==> config.mk <==
export PLATFORM = sky130hd
export DESIGN_NAME = ricart_agrawala_mutex_node
export DESIGN_NICKNAME = d
export VERILOG_FILES = /design/src/ra_mutex_pkg.sv /design/src/ra_mutex_peer_ram.sv /design/src/ra_mutex_out_reg.sv /design/src/ra_mutex_ctrl.sv /design/src/ricart_agrawala_mutex_node.sv
export SDC_FILE = /design/constraint.sdc
export NUM_CORES = 1
export LEC_CHECK = 0
export BUFFER_PORTS_ARGS = -buffer_cell sky130_fd_sc_hd__buf_4
export CELL_PAD_IN_SITES_DETAIL_PLACEMENT = 0
export CELL_PAD_IN_SITES_GLOBAL_PLACEMENT = 1
export CORE_MARGIN = 3
export CORE_UTILIZATION = 40
export CTS_CLUSTER_DIAMETER = 60
export DETAILED_ROUTE_END_ITERATION = 6
export PLACE_DENSITY_LB_ADDON = 0.3
export REMOVE_ABC_BUFFERS = 1
export SLEW_MARGIN = 20
export SYNTH_ARGS = -nofsm -noshare
export SYNTH_HDL_FRONTEND = slang
export SYNTH_HIERARCHICAL = 1
export SYNTH_SLANG_ARGS = --single-unit
export TNS_END_PERCENT = 100
==> constraint.sdc <==
create_clock -name clk -period 6.5 [get_ports clk]
set_clock_uncertainty 0.05 [all_clocks]
set_input_delay 0.65 -clock clk [delete_from_list [all_inputs] [get_ports clk]]
set_output_delay 0.65 -clock clk [all_outputs]
set_load 0.02 [all_outputs]
==> src/ra_mutex_pkg.sv <==
`timescale 1ns / 1ps

package ra_mutex_pkg;

  localparam int MAX_PEERS_DEF     = 16;
  localparam int NODE_ID_SPACE_DEF = 128;

  // Largest id that the seven-bit peer field can carry, plus one
  localparam int ID_FIELD_SPAN = 128;

  localparam logic [2:0] CMD_ADD_PEER = 3'd0;
  localparam logic [2:0] CMD_WANT     = 3'd1;
  localparam logic [2:0] CMD_REQUEST  = 3'd2;
  localparam logic [2:0] CMD_REPLY    = 3'd3;
  localparam logic [2:0] CMD_RELEASE  = 3'd4;

  localparam logic [1:0] ACT_REQUEST = 2'd0;
  localparam logic [1:0] ACT_REPLY   = 2'd1;
  localparam logic [1:0] ACT_ENTER   = 2'd2;
  localparam logic [1:0] ACT_IGNORED = 2'd3;

  localparam logic [15:0] SEQ_MAX = 16'hFFFF;

  typedef struct packed {
    logic [2:0]  command;
    logic [6:0]  peer_id;
    logic [15:0] seq_number;
  } in_item_t;

  typedef struct packed {
    logic [1:0]  action;
    logic [6:0]  dest_node;
    logic [15:0] out_seq;
    logic        last;
  } out_item_t;

endpackage

==> src/ra_mutex_peer_ram.sv <==
`timescale 1ns / 1ps

module ra_mutex_peer_ram #(
  parameter int DEPTH  = ra_mutex_pkg::MAX_PEERS_DEF,
  parameter int ADDR_W = 4
) (
  input  logic              clk,
  input  logic              we,
  input  logic [ADDR_W-1:0] waddr,
  input  logic [6:0]        wdata,
  input  logic              re,
  input  logic [ADDR_W-1:0] raddr,
  output logic [6:0]        rdata
);

  logic [6:0] mem [DEPTH];
  logic [6:0] rdata_r;

  always_ff @(posedge clk) begin
    if (we) begin
      mem[waddr] <= wdata;
    end
  end

  always_ff @(posedge clk) begin
    if (re) begin
      rdata_r <= mem[raddr];
    end
  end

  assign rdata = rdata_r;

endmodule

==> src/ra_mutex_out_reg.sv <==
`timescale 1ns / 1ps

module ra_mutex_out_reg (
  input  logic                   clk,
  input  logic                   rst_n,
  input  logic                   push,
  input  ra_mutex_pkg::out_item_t push_item,
  output logic                   push_ok,
  output logic                   out_valid,
  input  logic                   out_stall,
  output ra_mutex_pkg::out_item_t out_data
);

  logic                    valid_r;
  ra_mutex_pkg::out_item_t data_r;

  assign push_ok   = !valid_r || !out_stall;
  assign out_valid = valid_r;
  assign out_data  = data_r;

  always_ff @(posedge clk) begin
    if (!rst_n) begin
      valid_r <= 1'b0;
    end else if (push) begin
      valid_r <= 1'b1;
    end else if (!out_stall) begin
      valid_r <= 1'b0;
    end
  end

  always_ff @(posedge clk) begin
    if (push) begin
      data_r <= push_item;
    end
  end

endmodule

==> src/ra_mutex_ctrl.sv <==
`timescale 1ns / 1ps

module ra_mutex_ctrl #(
  parameter int MAX_PEERS     = ra_mutex_pkg::MAX_PEERS_DEF,
  parameter int NODE_ID_SPACE = ra_mutex_pkg::NODE_ID_SPACE_DEF,
  parameter int IDX_W         = 4
) (
  input  logic                    clk,
  input  logic                    rst_n,
  input  logic                    in_valid,
  output logic                    in_stall,
  input  ra_mutex_pkg::in_item_t  in_data,
  input  logic                    cfg_we,
  input  logic [6:0]              cfg_wdata,
  output logic                    ram_we,
  output logic [IDX_W-1:0]        ram_waddr,
  output logic [6:0]              ram_wdata,
  output logic                    ram_re,
  output logic [IDX_W-1:0]        ram_raddr,
  input  logic [6:0]              ram_rdata,
  output logic                    push,
  output ra_mutex_pkg::out_item_t push_item,
  input  logic                    push_ok
);

  localparam int CNT_W     = $clog2(MAX_PEERS + 1);
  localparam int DEF_DEPTH = (NODE_ID_SPACE < ra_mutex_pkg::ID_FIELD_SPAN) ?
                             NODE_ID_SPACE : ra_mutex_pkg::ID_FIELD_SPAN;
  localparam int DEF_W     = $clog2(DEF_DEPTH);

  typedef enum logic [3:0] {
    ST_IDLE = 4'b0001,
    ST_EXEC = 4'b0010,
    ST_WALK = 4'b0100,
    ST_FIN  = 4'b1000
  } state_t;

  state_t                 state_r, state_nxt;
  logic [2:0]             cmd_r;
  logic [6:0]             peer_r;
  logic [15:0]            seq_r;
  logic [6:0]             own_id_r;
  logic [CNT_W-1:0]       count_r, count_nxt;
  logic [15:0]            own_seq_r, own_seq_nxt;
  logic [15:0]            hi_seq_r, hi_seq_nxt;
  logic [CNT_W-1:0]       pend_r, pend_nxt;
  logic                   req_r, req_nxt;
  logic                   ins_r, ins_nxt;
  logic                   bcast_r, bcast_nxt;
  logic [CNT_W-1:0]       idx_r, idx_nxt;
  logic                   held_v_r, held_v_nxt;
  logic [6:0]             held_r, held_nxt;
  logic                   chk_r, chk_nxt;

  // Deferred flag per node id. Only listed ids are ever read, and adding an
  // id clears its flag, so the memory needs no clearing after reset or release.
  logic                   def_mem [DEF_DEPTH];
  logic                   def_q;
  logic                   def_we;
  logic [DEF_W-1:0]       def_waddr;
  logic                   def_wdata;
  logic                   def_re;

  logic                   accept;
  logic                   id_ok;
  logic                   p_ok;
  logic                   qual;
  logic [CNT_W-1:0]       idx_inc;
  logic                   more;
  logic [15:0]            hi_inc;
  logic                   defer;

  assign in_stall = (state_r != ST_IDLE);
  assign accept   = in_valid && (state_r == ST_IDLE);

  assign id_ok   = (32'(peer_r) < 32'(NODE_ID_SPACE));
  assign p_ok    = (32'(ram_rdata) < 32'(NODE_ID_SPACE));
  assign qual    = bcast_r || (p_ok && def_q);
  assign idx_inc = idx_r + CNT_W'(1);
  assign more    = (idx_inc < count_r);
  assign hi_inc  = (hi_seq_r != ra_mutex_pkg::SEQ_MAX) ? hi_seq_r + 16'd1 : hi_seq_r;
  // Priority: the lower (number, id) pair wins
  assign defer   = req_r && ((seq_r > own_seq_r) ||
                             ((seq_r == own_seq_r) && (peer_r > own_id_r)));

  always_comb begin
    state_nxt   = state_r;
    count_nxt   = count_r;
    own_seq_nxt = own_seq_r;
    hi_seq_nxt  = hi_seq_r;
    pend_nxt    = pend_r;
    req_nxt     = req_r;
    ins_nxt     = ins_r;
    bcast_nxt   = bcast_r;
    idx_nxt     = idx_r;
    held_v_nxt  = held_v_r;
    held_nxt    = held_r;
    chk_nxt     = chk_r;
    def_we      = 1'b0;
    def_waddr   = peer_r[DEF_W-1:0];
    def_wdata   = 1'b0;
    def_re      = 1'b0;
    ram_we      = 1'b0;
    ram_waddr   = count_r[IDX_W-1:0];
    ram_wdata   = peer_r;
    ram_re      = 1'b0;
    ram_raddr   = idx_inc[IDX_W-1:0];
    push        = 1'b0;
    push_item   = '{action: ra_mutex_pkg::ACT_IGNORED, dest_node: 7'd0,
                    out_seq: 16'd0, last: 1'b1};

    unique case (state_r)
      ST_IDLE: begin
        if (accept) begin
          state_nxt = ST_EXEC;
        end
      end

      ST_EXEC: begin
        // A single result waits here for push_ok; other branches move on without it
        unique case (cmd_r)
          ra_mutex_pkg::CMD_ADD_PEER: begin
            if (!id_ok || (32'(count_r) >= 32'(MAX_PEERS))) begin
              push = 1'b1;
            end else begin
              ram_we    = 1'b1;
              count_nxt = count_r + CNT_W'(1);
              def_we    = 1'b1;
              state_nxt = ST_IDLE;
            end
          end
          ra_mutex_pkg::CMD_WANT: begin
            if (req_r || ins_r) begin
              push = 1'b1;
            end else if (count_r == '0) begin
              push_item.action = ra_mutex_pkg::ACT_ENTER;
              push = 1'b1;
              if (push_ok) begin
                req_nxt     = 1'b1;
                ins_nxt     = 1'b1;
                hi_seq_nxt  = hi_inc;
                own_seq_nxt = hi_inc;
                pend_nxt    = count_r;
              end
            end else begin
              req_nxt     = 1'b1;
              hi_seq_nxt  = hi_inc;
              own_seq_nxt = hi_inc;
              pend_nxt    = count_r;
              bcast_nxt   = 1'b1;
              idx_nxt     = '0;
              held_v_nxt  = 1'b0;
              ram_re      = 1'b1;
              ram_raddr   = '0;
              state_nxt   = ST_WALK;
            end
          end
          ra_mutex_pkg::CMD_REQUEST: begin
            if (!id_ok) begin
              push = 1'b1;
            end else begin
              if (seq_r > hi_seq_r) begin
                hi_seq_nxt = seq_r;
              end
              if (defer) begin
                def_we    = 1'b1;
                def_wdata = 1'b1;
                state_nxt = ST_IDLE;
              end else begin
                push_item.action    = ra_mutex_pkg::ACT_REPLY;
                push_item.dest_node = peer_r;
                push = 1'b1;
                if (!push_ok) begin
                  hi_seq_nxt = hi_seq_r;
                end
              end
            end
          end
          ra_mutex_pkg::CMD_REPLY: begin
            if (!id_ok || !req_r || ins_r || (pend_r == '0)) begin
              push = 1'b1;
            end else if (pend_r == CNT_W'(1)) begin
              push_item.action = ra_mutex_pkg::ACT_ENTER;
              push = 1'b1;
              if (push_ok) begin
                pend_nxt = '0;
                ins_nxt  = 1'b1;
              end
            end else begin
              pend_nxt  = pend_r - CNT_W'(1);
              state_nxt = ST_IDLE;
            end
          end
          ra_mutex_pkg::CMD_RELEASE: begin
            if (!ins_r) begin
              push = 1'b1;
            end else begin
              ins_nxt = 1'b0;
              req_nxt = 1'b0;
              if (count_r == '0) begin
                state_nxt = ST_IDLE;
              end else begin
                bcast_nxt  = 1'b0;
                idx_nxt    = '0;
                held_v_nxt = 1'b0;
                chk_nxt    = 1'b0;
                ram_re     = 1'b1;
                ram_raddr  = '0;
                state_nxt  = ST_WALK;
              end
            end
          end
          default: begin
            push = 1'b1;
          end
        endcase
        if (push) begin
          push = push_ok;
          if (push_ok) begin
            state_nxt = ST_IDLE;
          end
        end
      end

      ST_WALK: begin
        // Keep one message back so the final one can carry last
        push_item.action    = bcast_r ? ra_mutex_pkg::ACT_REQUEST : ra_mutex_pkg::ACT_REPLY;
        push_item.dest_node = held_r;
        push_item.out_seq   = bcast_r ? own_seq_r : 16'd0;
        push_item.last      = 1'b0;
        if (!bcast_r && !chk_r) begin
          // Fetch the entry's deferred flag before answering it
          def_re  = 1'b1;
          chk_nxt = 1'b1;
        end else if (!(qual && held_v_r && !push_ok)) begin
          chk_nxt = 1'b0;
          if (qual) begin
            push       = held_v_r;
            held_v_nxt = 1'b1;
            held_nxt   = ram_rdata;
            if (!bcast_r) begin
              def_we    = 1'b1;
              def_waddr = ram_rdata[DEF_W-1:0];
            end
          end
          idx_nxt = idx_inc;
          if (more) begin
            ram_re = 1'b1;
          end else begin
            state_nxt = ST_FIN;
          end
        end
      end

      ST_FIN: begin
        push_item.action    = bcast_r ? ra_mutex_pkg::ACT_REQUEST : ra_mutex_pkg::ACT_REPLY;
        push_item.dest_node = held_r;
        push_item.out_seq   = bcast_r ? own_seq_r : 16'd0;
        push_item.last      = 1'b1;
        if (!held_v_r || push_ok) begin
          push       = held_v_r;
          held_v_nxt = 1'b0;
          state_nxt  = ST_IDLE;
        end
      end

      default: begin
        state_nxt = ST_IDLE;
      end
    endcase
  end

  always_ff @(posedge clk) begin
    if (!rst_n) begin
      state_r   <= ST_IDLE;
      own_id_r  <= 7'd0;
      count_r   <= '0;
      own_seq_r <= 16'd0;
      hi_seq_r  <= 16'd0;
      pend_r    <= '0;
      req_r     <= 1'b0;
      ins_r     <= 1'b0;
      bcast_r   <= 1'b0;
      idx_r     <= '0;
      held_v_r  <= 1'b0;
      chk_r     <= 1'b0;
    end else begin
      state_r   <= state_nxt;
      if (cfg_we) begin
        own_id_r <= cfg_wdata;
      end
      count_r   <= count_nxt;
      own_seq_r <= own_seq_nxt;
      hi_seq_r  <= hi_seq_nxt;
      pend_r    <= pend_nxt;
      req_r     <= req_nxt;
      ins_r     <= ins_nxt;
      bcast_r   <= bcast_nxt;
      idx_r     <= idx_nxt;
      held_v_r  <= held_v_nxt;
      chk_r     <= chk_nxt;
    end
  end

  always_ff @(posedge clk) begin
    held_r <= held_nxt;
    if (accept) begin
      cmd_r  <= in_data.command;
      peer_r <= in_data.peer_id;
      seq_r  <= in_data.seq_number;
    end
  end

  always_ff @(posedge clk) begin
    if (def_we) begin
      def_mem[def_waddr] <= def_wdata;
    end
  end

  always_ff @(posedge clk) begin
    if (def_re) begin
      def_q <= def_mem[ram_rdata[DEF_W-1:0]];
    end
  end

endmodule

==> src/ricart_agrawala_mutex_node.sv <==
`timescale 1ns / 1ps

// One node of Ricart-Agrawala mutual exclusion. Each request carries a command
// (add peer, want section, request received, reply received, release) and
// yields zero or more messages on the out channel, the final one of a run
// flagged by last. The node takes one request at a time: in_stall is high from
// the cycle after acceptance until the request is finished. Add, received
// request, received reply and rejected commands finish in the execute state;
// want and release walk a non-empty peer list through the peer RAM. Want sends
// one request per cycle while the output register can take it; release first
// reads each entry's deferred flag from the flag memory before it answers that
// entry. Every message passes through one output register, which out_stall
// holds. own_node_id is written through cfg_we / cfg_wdata; the user must do so
// only while the node is idle, since the node itself does not enforce this.
module ricart_agrawala_mutex_node #(
  parameter int MAX_PEERS     = ra_mutex_pkg::MAX_PEERS_DEF,
  parameter int NODE_ID_SPACE = ra_mutex_pkg::NODE_ID_SPACE_DEF
) (
  input  logic                    clk,
  input  logic                    rst_n,
  input  logic                    in_valid,
  output logic                    in_stall,
  input  ra_mutex_pkg::in_item_t  in_data,
  output logic                    out_valid,
  input  logic                    out_stall,
  output ra_mutex_pkg::out_item_t out_data,
  input  logic                    cfg_we,
  input  logic [6:0]              cfg_wdata
);

  localparam int IDX_W = (MAX_PEERS > 1) ? $clog2(MAX_PEERS) : 1;

  logic                    ram_we;
  logic [IDX_W-1:0]        ram_waddr;
  logic [6:0]              ram_wdata;
  logic                    ram_re;
  logic [IDX_W-1:0]        ram_raddr;
  logic [6:0]              ram_rdata;
  logic                    push;
  ra_mutex_pkg::out_item_t push_item;
  logic                    push_ok;

  ra_mutex_ctrl #(
    .MAX_PEERS     (MAX_PEERS),
    .NODE_ID_SPACE (NODE_ID_SPACE),
    .IDX_W         (IDX_W)
  ) u_ctrl (
    .clk       (clk),
    .rst_n     (rst_n),
    .in_valid  (in_valid),
    .in_stall  (in_stall),
    .in_data   (in_data),
    .cfg_we    (cfg_we),
    .cfg_wdata (cfg_wdata),
    .ram_we    (ram_we),
    .ram_waddr (ram_waddr),
    .ram_wdata (ram_wdata),
    .ram_re    (ram_re),
    .ram_raddr (ram_raddr),
    .ram_rdata (ram_rdata),
    .push      (push),
    .push_item (push_item),
    .push_ok   (push_ok)
  );

  ra_mutex_peer_ram #(
    .DEPTH  (MAX_PEERS),
    .ADDR_W (IDX_W)
  ) u_peer_ram (
    .clk   (clk),
    .we    (ram_we),
    .waddr (ram_waddr),
    .wdata (ram_wdata),
    .re    (ram_re),
    .raddr (ram_raddr),
    .rdata (ram_rdata)
  );

  ra_mutex_out_reg u_out_reg (
    .clk       (clk),
    .rst_n     (rst_n),
    .push      (push),
    .push_item (push_item),
    .push_ok   (push_ok),
    .out_valid (out_valid),
    .out_stall (out_stall),
    .out_data  (out_data)
  );

endmodule

==> results_dict.tcl <==
set metrics [dict create \
    final_area_sq_um 19900 \
    crit_family "simple AND/OR/NAND/NOR gates" \
    drtIter0Drc 947 \
    max_freq_mhz 231 \
    synth_cells 1326 \
    ant_nets 0 \
    tritoncts "built" \
    cp-end-kind "flip-flop" \
    cts_sinks 371 \
    routed-via-count 11200 \
    critical_path_arrival_ps 4510 \
    overflow 0 \
    synthesis.area_sq_um 17500 \
    io_buffers 65 \
    required_ps 6690 \
    path_buf_inv 1 \
    insertedDiodeCount 0 \
    post_cts_buffers 0 \
    setup.worst_path.start_class "flip-flop" \
    chipHeight_um 215 \
    whs_ps 200 \
    htreeDepth 2 \
    rsz0062_at_grt "no" \
    start_util 0.411 \
    worst_pin_slew_ps 1090 \
    final-max-slew-violation-count 0 \
    synth.distinct_cells 82 \
    ir_drop_mv 0.190 \
    ios 66 \
    yosysWarnings 6 \
    cp_slowest_cell "nor3_4" \
    hpwl_um 28000 \
    first_pass_iters 5 \
    synth-seq-cells 371 \
    async_reset_ff_frac 0 \
    maxCapViolations 0 \
    rows 75 \
    syn_area_per_cell_sq_um 13.2 \
    cpPeakStageDelay_ps 860 \
    drc_errors 0 \
    slew_headroom 0.263 \
    clockBufferDepth 3 \
    drive_above_1_share 0.187 \
    final_cell_count_no_fill 1997 \
    hold_viol 0 \
    worst-setup-path-type "flip-flop to flip-flop" \
    yosysSeqAreaShare 0.601 \
    synthTopCellsByArea "edfxtp_1 53%, dfxtp_1 7.3%, mux4_2 6.1%, nor2_1 3.7%, ha_1 3.5%" \
    cts_made_buffers 44 \
    antenna_found_initial 1 \
    dieArea_sq_um 46200 \
    die_w_um 215 \
    grt_max_degree 74 \
    core_area_sq_um 42500 \
    root_buffer "clkbuf_16" \
    yosysTopAreaCell "edfxtp_1" \
    viasPerCell 5.59 \
    ys.flop_type "edfxtp_1" \
    timing.critical_path.cells "ha_1, nand4_1, nor4_1, nor4b_1, nor4b_2, nor3_4, buf_4, o21bai_2, nor2_1" \
    area_growth_pct 14.0 \
    synth_edf_count 307 \
    hold_class "input pin to flip-flop" \
    clk_pin_slew_worst_paths_ps 50 \
    layout.nets 1473 \
    tns_ps 0 \
    post_cts_resized 0 \
    grt_pass1_wl_um 66700 \
    track_usage 0.185 \
    dp_cells 1916 \
    timing.final.crit_share 0.665 \
    postCtsHoldBufs 0 \
    synth_top_area_frac 0.528 \
    period_minus_slack_ps 4320 \
    grt_pass1_vias 11300 \
    finalSetupViolCount 0 \
    routed_wl_um 42900 \
    p_leak_nw 6.45 \
    dpl_cell_area_sq_um 18500 \
    status "finished clean" \
    clock_latency_ps 570 \
    p_per_area_nw_per_um2 256 \
    gp_congestion 0.823 \
    post_drt_wl_per_cell_um 21.5 \
    crit_fanout 23 \
]
Yosys cell counts, drive strengths merged, types with 7 or more instances:
cell type and instances:
nor3 25, nand3 24, nor4b 8, o21bai 8, a31oi 7, nand2b 12
buf 30, dfxtp 64, inv 55, mux2i 30, ha 49, a22oi 16
a22o 8, xnor2 15, o21ai 37, clkbuf 40, nand2 118, nor2 182
nand3b 9, o22ai 11, edfxtp 307, a21boi 11, nor2b 21, mux4 64
o211ai 13, and3 18, a21oi 37, o211a 12, nand4 15, nor4 9
and2 9
registers in the layout, summed over array words and instances (netlist names), 3 cells and up:
| name | cells |
|---|---|
| u_ctrl/ram_wdata | 7 |
| u_out_reg/out_data | 26 |
| u_ctrl/pend_r | 5 |
| u_ctrl/state_r | 4 |
| u_peer_ram/rdata | 7 |
| u_ctrl/hi_seq_r | 16 |
| u_ctrl/cmd_r | 3 |
| u_ctrl/held_r | 7 |
| u_ctrl/def_mem | 128 |
| u_ctrl/own_id_r | 7 |
| u_peer_ram/mem | 112 |
| u_ctrl/count_r | 5 |
| u_ctrl/seq_r | 16 |
| u_ctrl/idx_r | 5 |
| u_ctrl/own_seq_r | 16 |
worst paths after layout:
kind / startpoint / endpoint / slack (ps) / cells past startpoint
setup reg to reg: u_ctrl/seq_r[15] / u_ctrl/def_mem[118] / 2180 / 9
hold / removal: in_data[7] / u_ctrl/seq_r[7] / 200 / 1
setup / recovery: u_ctrl/seq_r[15] / u_ctrl/def_mem[118] / 2180 / 9
hold reg to reg: u_ctrl/own_seq_r[0] / u_ctrl/own_seq_r[0] / 450 / 2
routing by layer:
layer / track usage / wire length (um) / up-vias
met5: 0 / 0 / -
met4: 0.0461 / 871 / 0
met3: 0.0404 / 2950 / 64
met2: 0.302 / 20200 / 385
met1: 0.254 / 18900 / 5575
li1: - / - / 5132
cell families after synthesis:
logic type / after synthesis / share of synthesized area
adders and majority gates: 49 / 0.0351
DFF: 371 / 0.601
AOI/OAI and AO/OA: 199 / 0.0816
muxes: 96 / 0.105
xor gates and xnor gates: 17 / 0.00853
and+or+nand+nor: 469 / 0.136
buffers and inverters: 125 / 0.0328
power breakdown:
part | switching (W) | total, W | internal [W] | leakage, nW
registers | 0.0000234 | 0.00260 | 0.00257 | 3.06
clock network | 0.000987 | 0.00232 | 0.00133 | 0.656
logic | 0.000106 | 0.000169 | 0.0000629 | 2.73
total | 0.00112 | 0.00509 | 0.00397 | 6.45
cell type report:
type	count	area, sq um
timing repair buffer	84	651
fill	3796	22600
clock buffer	52	1130
inverter	55	206
sequential	371	10500
clock inverter	28	225
tap	577	722
multi-input combinational	830	6470
layout by cell type (no fill, tap or decap), types with 6 or more instances in the layout:
cell / synthesis / layout
edfxtp_1: 307 / 307
and3_1: 18 / 18
nor3_1: 23 / 18
nand2_1: 102 / 102
mux2i_1: 30 / 30
clkinv_1: 0 / 11
and2_1: 9 / 9
dfxtp_1: 64 / 64
nor2_4: 8 / 9
clkbuf_1: 40 / 8
clkbuf_16: 0 / 44
nand2b_1: 12 / 12
nand3_1: 24 / 24
nand3b_1: 9 / 9
buf_4: 6 / 83
a21boi_0: 11 / 11
nor2_1: 172 / 171
xnor2_1: 15 / 15
o21ai_2: 6 / 7
a21oi_1: 36 / 36
a22oi_1: 16 / 16
a31oi_1: 7 / 7
o211ai_1: 13 / 13
ha_1: 49 / 49
o22ai_1: 11 / 11
o21bai_2: 2 / 7
mux4_2: 47 / 47
mux4_1: 17 / 17
inv_1: 54 / 54
nor4_1: 7 / 6
nand4_1: 15 / 15
nor2b_1: 21 / 20
a22o_1: 8 / 8
nand2_2: 12 / 12
o21ai_0: 28 / 27
nor3_2: 2 / 6
o211a_1: 12 / 12
per-stage QoR:
| step | utilization | power (W) | worst slack (ps) |
|---|---|---|---|
| 3_5_place_dp | 0.436 | 0.00282 | 2120 |
| 6_report | 0.468 | 0.00509 | 2180 |
| 2_1_floorplan | - | 0.00273 | -679 |
| 5_1_grt | 0.468 | 0.00528 | 1840 |
| 4_1_cts | 0.468 | 0.00515 | 2090 |
| 3_3_place_gp | 0.435 | 0.00281 | 2270 |
(Power assumes the default switching activity.)
